File: config.mk
export PLATFORM = sky130hd
export DESIGN_NAME = kdp_front
export DESIGN_NICKNAME = d
export VERILOG_FILES = /design/src/rtl/kdp_pkg.sv /design/src/rtl/kdp_front.sv
export SDC_FILE = /design/constraint.sdc
export NUM_CORES = 1
export LEC_CHECK = 0
export BUFFER_PORTS_ARGS = -buffer_cell sky130_fd_sc_hd__buf_2
export CAP_MARGIN = 0
export CORE_MARGIN = 8
export CORE_UTILIZATION = 40
export DETAILED_ROUTE_END_ITERATION = 6
export GPL_ROUTABILITY_DRIVEN = 0
export MAX_ROUTING_LAYER = met4
export PLACE_DENSITY = 0.65
export SLEW_MARGIN = 30
export SYNTH_ARGS = -nofsm -noshare
export SYNTH_HDL_FRONTEND = slang
export SYNTH_SLANG_ARGS = --single-unit
File: constraint.sdc
create_clock -name clk -period 2.8 [get_ports clk]
set_clock_uncertainty 0.2 [all_clocks]
set_input_delay 0.7 -clock clk [delete_from_list [all_inputs] [get_ports clk]]
set_output_delay 0.7 -clock clk [all_outputs]
set_load 0.01 [all_outputs]
File: src/rtl/kdp_pkg.sv
package kdp_pkg;

  localparam int MAX_ITEMS_DEF    = 32;
  localparam int MAX_CAPACITY_DEF = 255;
  localparam int VAL_W            = 21;
  localparam int WGT_W            = 8;
  localparam int ITV_W            = 16;
  localparam int CFG_W            = 8;

  localparam logic RK_VALUE  = 1'b0;
  localparam logic RK_WEIGHT = 1'b1;

  typedef struct packed {
    logic [WGT_W-1:0] weight;
    logic [ITV_W-1:0] value;
    logic             last;
  } kdp_item_t;

  typedef struct packed {
    logic             kind;
    logic [VAL_W-1:0] value;
    logic             dropped;
    logic             last;
  } kdp_result_t;

  typedef enum logic [3:0] {
    ST_CLEAR,
    ST_IDLE,
    ST_SWEEP,
    ST_DRAIN,
    ST_TR_INIT,
    ST_TR_BEST,
    ST_TR_RD,
    ST_TR_CHK,
    ST_EMIT
  } kdp_state_t;

endpackage

File: src/rtl/kdp_front.sv
module kdp_front (
  input  logic              clk,
  input  logic              rst_n,
  input  logic              in_valid,
  output logic              in_stall,
  input  kdp_pkg::kdp_item_t in_item,
  output logic              q_valid,
  output kdp_pkg::kdp_item_t q_item,
  input  logic              q_pop
);
  import kdp_pkg::*;

  kdp_item_t  buf_r [2];
  logic       wr_ptr_r;
  logic       rd_ptr_r;
  logic [1:0] cnt_r;
  logic       push;

  assign in_stall = (cnt_r == 2'd2);
  assign push     = in_valid && !in_stall;
  assign q_valid  = (cnt_r != 2'd0);
  assign q_item   = buf_r[rd_ptr_r];

  always_ff @(posedge clk) begin
    if (push) begin
      buf_r[wr_ptr_r] <= in_item;
    end
  end

  always_ff @(posedge clk) begin
    if (!rst_n) begin
      wr_ptr_r <= 1'b0;
      rd_ptr_r <= 1'b0;
      cnt_r    <= 2'd0;
    end else begin
      if (push) begin
        wr_ptr_r <= ~wr_ptr_r;
      end
      if (q_pop) begin
        rd_ptr_r <= ~rd_ptr_r;
      end
      cnt_r <= cnt_r + 2'(push) - 2'(q_pop);
    end
  end

endmodule

======== After elaboration in Yosys (flattened, before gate mapping) ========
Memory sizes are Yosys's and may differ from the RTL's. A register that Yosys moved wholly into a read port is not among the register bits.
Index checks and enable logic that the tools add are counted.
storage, ports and cells
  bits in writable memories ............... 50
  bits in registers ....................... 4
  memories ................................ 1
memory list
  memory  words  width  read ports  clocked after memory_dff  write ports  RTL line         text
  buf_r   2      25     1           1                         1            kdp_front.sv:13  kdp_item_t buf_r [2];
cells by class
  equal/unequal tests ..................... 1
  reductions and logical operators ........ 3
  add/subtract/negate cells ............... 2
  bitwise operators ....................... 2
  mux-type cells .......................... 4
operators with widths
  kind                number
  $mux 1              4
  $add 2x1->2         1
  $eq 2x2->1 const B  1
  $not 1->1           2
  $reduce_bool 2->1   1
  $sub 2x1->2         1
  $logic_and 1x1->1   1
  $logic_not 1->1     1

======== Logic depth before layout (Yosys ltp) ========
  word-level depth ........................ 5
  mapped depth ............................ 8

======== Worst setup path after synthesis ========
OpenSTA, ideal clock, no wires.
  kind .................................... in2reg
  from .................................... input in_valid
  to ...................................... memory buf_r[0][0] in the netlist's numbering (enable)
  stages .................................. 2
  setup time .............................. 0.407 ns
  data required time ...................... 2.193 ns
  setup slack ............................. 0.334 ns
  arrival time ............................ 1.859 ns
  path through ............................ nand2_1 nor2_1
on the way
  word-level cells in the longest chain between the ends .. 3
ends and longest elaborated chain
  element                       RTL line         text
  start, declared               kdp_front.sv:4   input logic in_valid,
  $logic_and 1x1->1             kdp_front.sv:20  assign push = in_valid && !in_stall;
  $mux 1                        kdp_front.sv:25  if (push) begin
  $mux 1 (not written as such)  kdp_front.sv:26  buf_r[wr_ptr_r] <= in_item;
  end, declared                 kdp_front.sv:13
No other way between the ends.

==> flow_summary.toml <==
[placed_design]
portBuffers = 55
dp_cells = 228
dp_hpwl_um = 2640
place_ws_ns = 0.633

[drt]
routed_wl_um = 3660
wl_per_cell_um = 15.5
first_pass_iters = 4
ant_nets = 0
drt-initial-drc-count = 120
vias = 1045
drc_errors = 0
routed_via_density = 4.43

[floorplan]
fp.coreArea_um2 = 5140
boundaryPins = 56
fp-row-count = 26
fp.dieH_um = 89.1
die_area_um2 = 7930
die_w_um = 89.1
start_util_pct = 41.6

[sta]
finalCritPeriodShare_pct = 88.3
relSlewSlack_pct = 75.0
fin_ws_ns = 0.327
finalMaxSlewViolations = 0
hold_violations = 0
finalSetupViolations = 0
tightest_slew_ns = 0.375
fmax_ghz = 0.404
fin_crit_ns = 2.47
tns_ns = 0
rsz0062_at_grt = "false"

[setup_path]
worst_path_max_delay_cell = "dfxtp_2"
worstReg2RegStart = "cnt_r[0]"
worstPathCellList = "buf_12 -> mux2_2 -> buf_2"
arrival_ns = 1.57
worstRegToRegCells = 8
reg2reg_setup_slack_ns = 1.00
cp.required_ns = 1.90
endpoint_kind = "primary output"
start_kind = "flop"
r2r-end = "cnt_r[1]"
path_max_fanout = 14
cpPeakStageDelay_ns = 0.57
path_class = "flop to primary output"

[cts]
clk_path_buf_depth = 2
root_buffer = "clkbuf_8"
htree_num_levels = 2
clock-sinks = 55
cts_resized = 0
clk_latency_ns = 0.30
cts_setup_buffers = 0
hold_buffers = 0
clk_pin_slew_ns = 0.09
cts_tree = "done"
numCtsBuffers = 5

[flow_run]
max_cap_viol_count = 0

[synth]
synth-edff-count = 50
synth_area_leader_cell = "edfxtp_1"
synthFlopType = "edfxtp_1"
yosys_warnings = 0
synth_seq_cells = 55
yosysSeqAreaShare_pct = 75.0
synth.avg_cell_area_um2 = 20.7
syn_inst = 103
syn_area_um2 = 2140
synth_most_common_cell = "edfxtp_1"
synth_top_area_share_pct = 70.3
synthTopCellsByCount = "50 x edfxtp_1, 20 x mux2_4, 5 x dfxtp_1, 5 x mux2_2, 4 x nor2_1"
synth_area_leaders = "edfxtp_1 70%, mux2_4 14%, dfxtp_1 4.7%"
synthArstFlopShare_pct = 0
synth_cell_types = 17
syn_nets = 134

[power]
powerDensity_nw_per_um2 = 742
p_leak_nw = 1.03
max-vdd-ir-drop_v = 0.000328

[status]
run_status = "completed"

[worst_hold_path]
worstHoldPathType = "flop to flop"
hold_depth = 2
min_to = "wr_ptr_r"
min_from = "wr_ptr_r"

[global_route]
antenna_found_initial = 0
grt_max_degree = 26
grt_overflow = 0
grt_pass1_wl_um = 5760
grt_pass1_vias = 1169
grt_usage_pct = 10.3

[finish]
num-nets-final = 196
final_cell_count_no_fill = 236
layout-drive-gt1-share_pct = 55.4
area_delta_synth_final_pct = 20.3
num_antenna_cells = 0
through the flow:
| stage | total power, mW | hold slack [ns] | cell area [um^2] | utilization, % |
|---|---|---|---|---|
| after detailed placement | 1.53 | 0.292 | 2490 | 48.4 |
| after floorplan | 1.37 | 0.255 | 2140 | - |
| after CTS | 1.94 | 0.304 | 2570 | 50.0 |
| after global placement | 1.51 | 0.281 | 2490 | 48.4 |
| after global routing | 2.01 | 0.357 | 2570 | 50.0 |
| final | 1.91 | 0.297 | 2570 | 50.0 |
critical path: cells and delay by family, from the launching register on:
family | cells | cell delay [ns]
flip-flops | 1 | 0.57
buffers and inverters | 2 | 0.36
multiplexers | 1 | 0.34
cells by family after synthesis:
logic type	share of synthesized area, %
buffers and inverters	2.93
and+or+nand+nor	2.52
muxes	17.2
xor gates and xnor gates	1.23
adders and majority gates	1.17
DFF	75.0
worst max path at each step:
stage	startpoint	end	slack, ns	depth (start not counted)
6_report	flop	q_item[0]	0.33	3
5_1_grt	flop	q_item[0]	0.25	3
4_1_cts	flop	q_item[0]	0.29	3
3_5_place_dp	flop	q_item[0]	0.63	3
3_3_place_gp	flop	q_item[0]	0.66	3
2_1_floorplan	in_valid	buf_r[0][0]	0.33	2
where the power goes:
group          switching, mW  internal, mW
Combinational          0.203         0.207
Clock                  0.239         0.177
Sequential            0.0438          1.04
flip-flops by register name (all words and copies together), names as in the netlist, named ones only:
register  cells
buf_r        50
cnt_r         2
wr_ptr_r      1
rd_ptr_r      1
metal layers:
layer,track usage [%],share of wire [%],vias up
li1,-,-,506
met1,11.5,42,491
met2,15.5,46,42
met3,4.69,10,6
met4,4.53,1.6,0
met5,-,0,-
cells in the final DEF (no fill, tap or decap):
master       n
mux2_4      20
clkbuf_8     5
xnor2_1      2
buf_12       1
dfxtp_2      1
inv_1        3
nor2_1       3
nand2_1      2
buf_2       55
buf_4        2
nand2b_1     2
mux2i_1      1
edfxtp_1    50
nor2_2       1
clkinvlp_4   1
xor2_1       1
and3_1       1
mux2_2       5
and2_1       1
clkbuf_1     2
dfxtp_1      4
or2_2        1
ha_1         2
cell type report:
type / instances / area, um^2
fillers: 476 / 2570
flip-flops and latches: 55 / 1600
multi-input cells: 42 / 474
repair buffers: 58 / 310
well taps: 70 / 87.6
clock buffers: 7 / 76.3
inverters: 3 / 11.3
clock inverters: 1 / 7.51
Power figures use the tool's default switching activity.
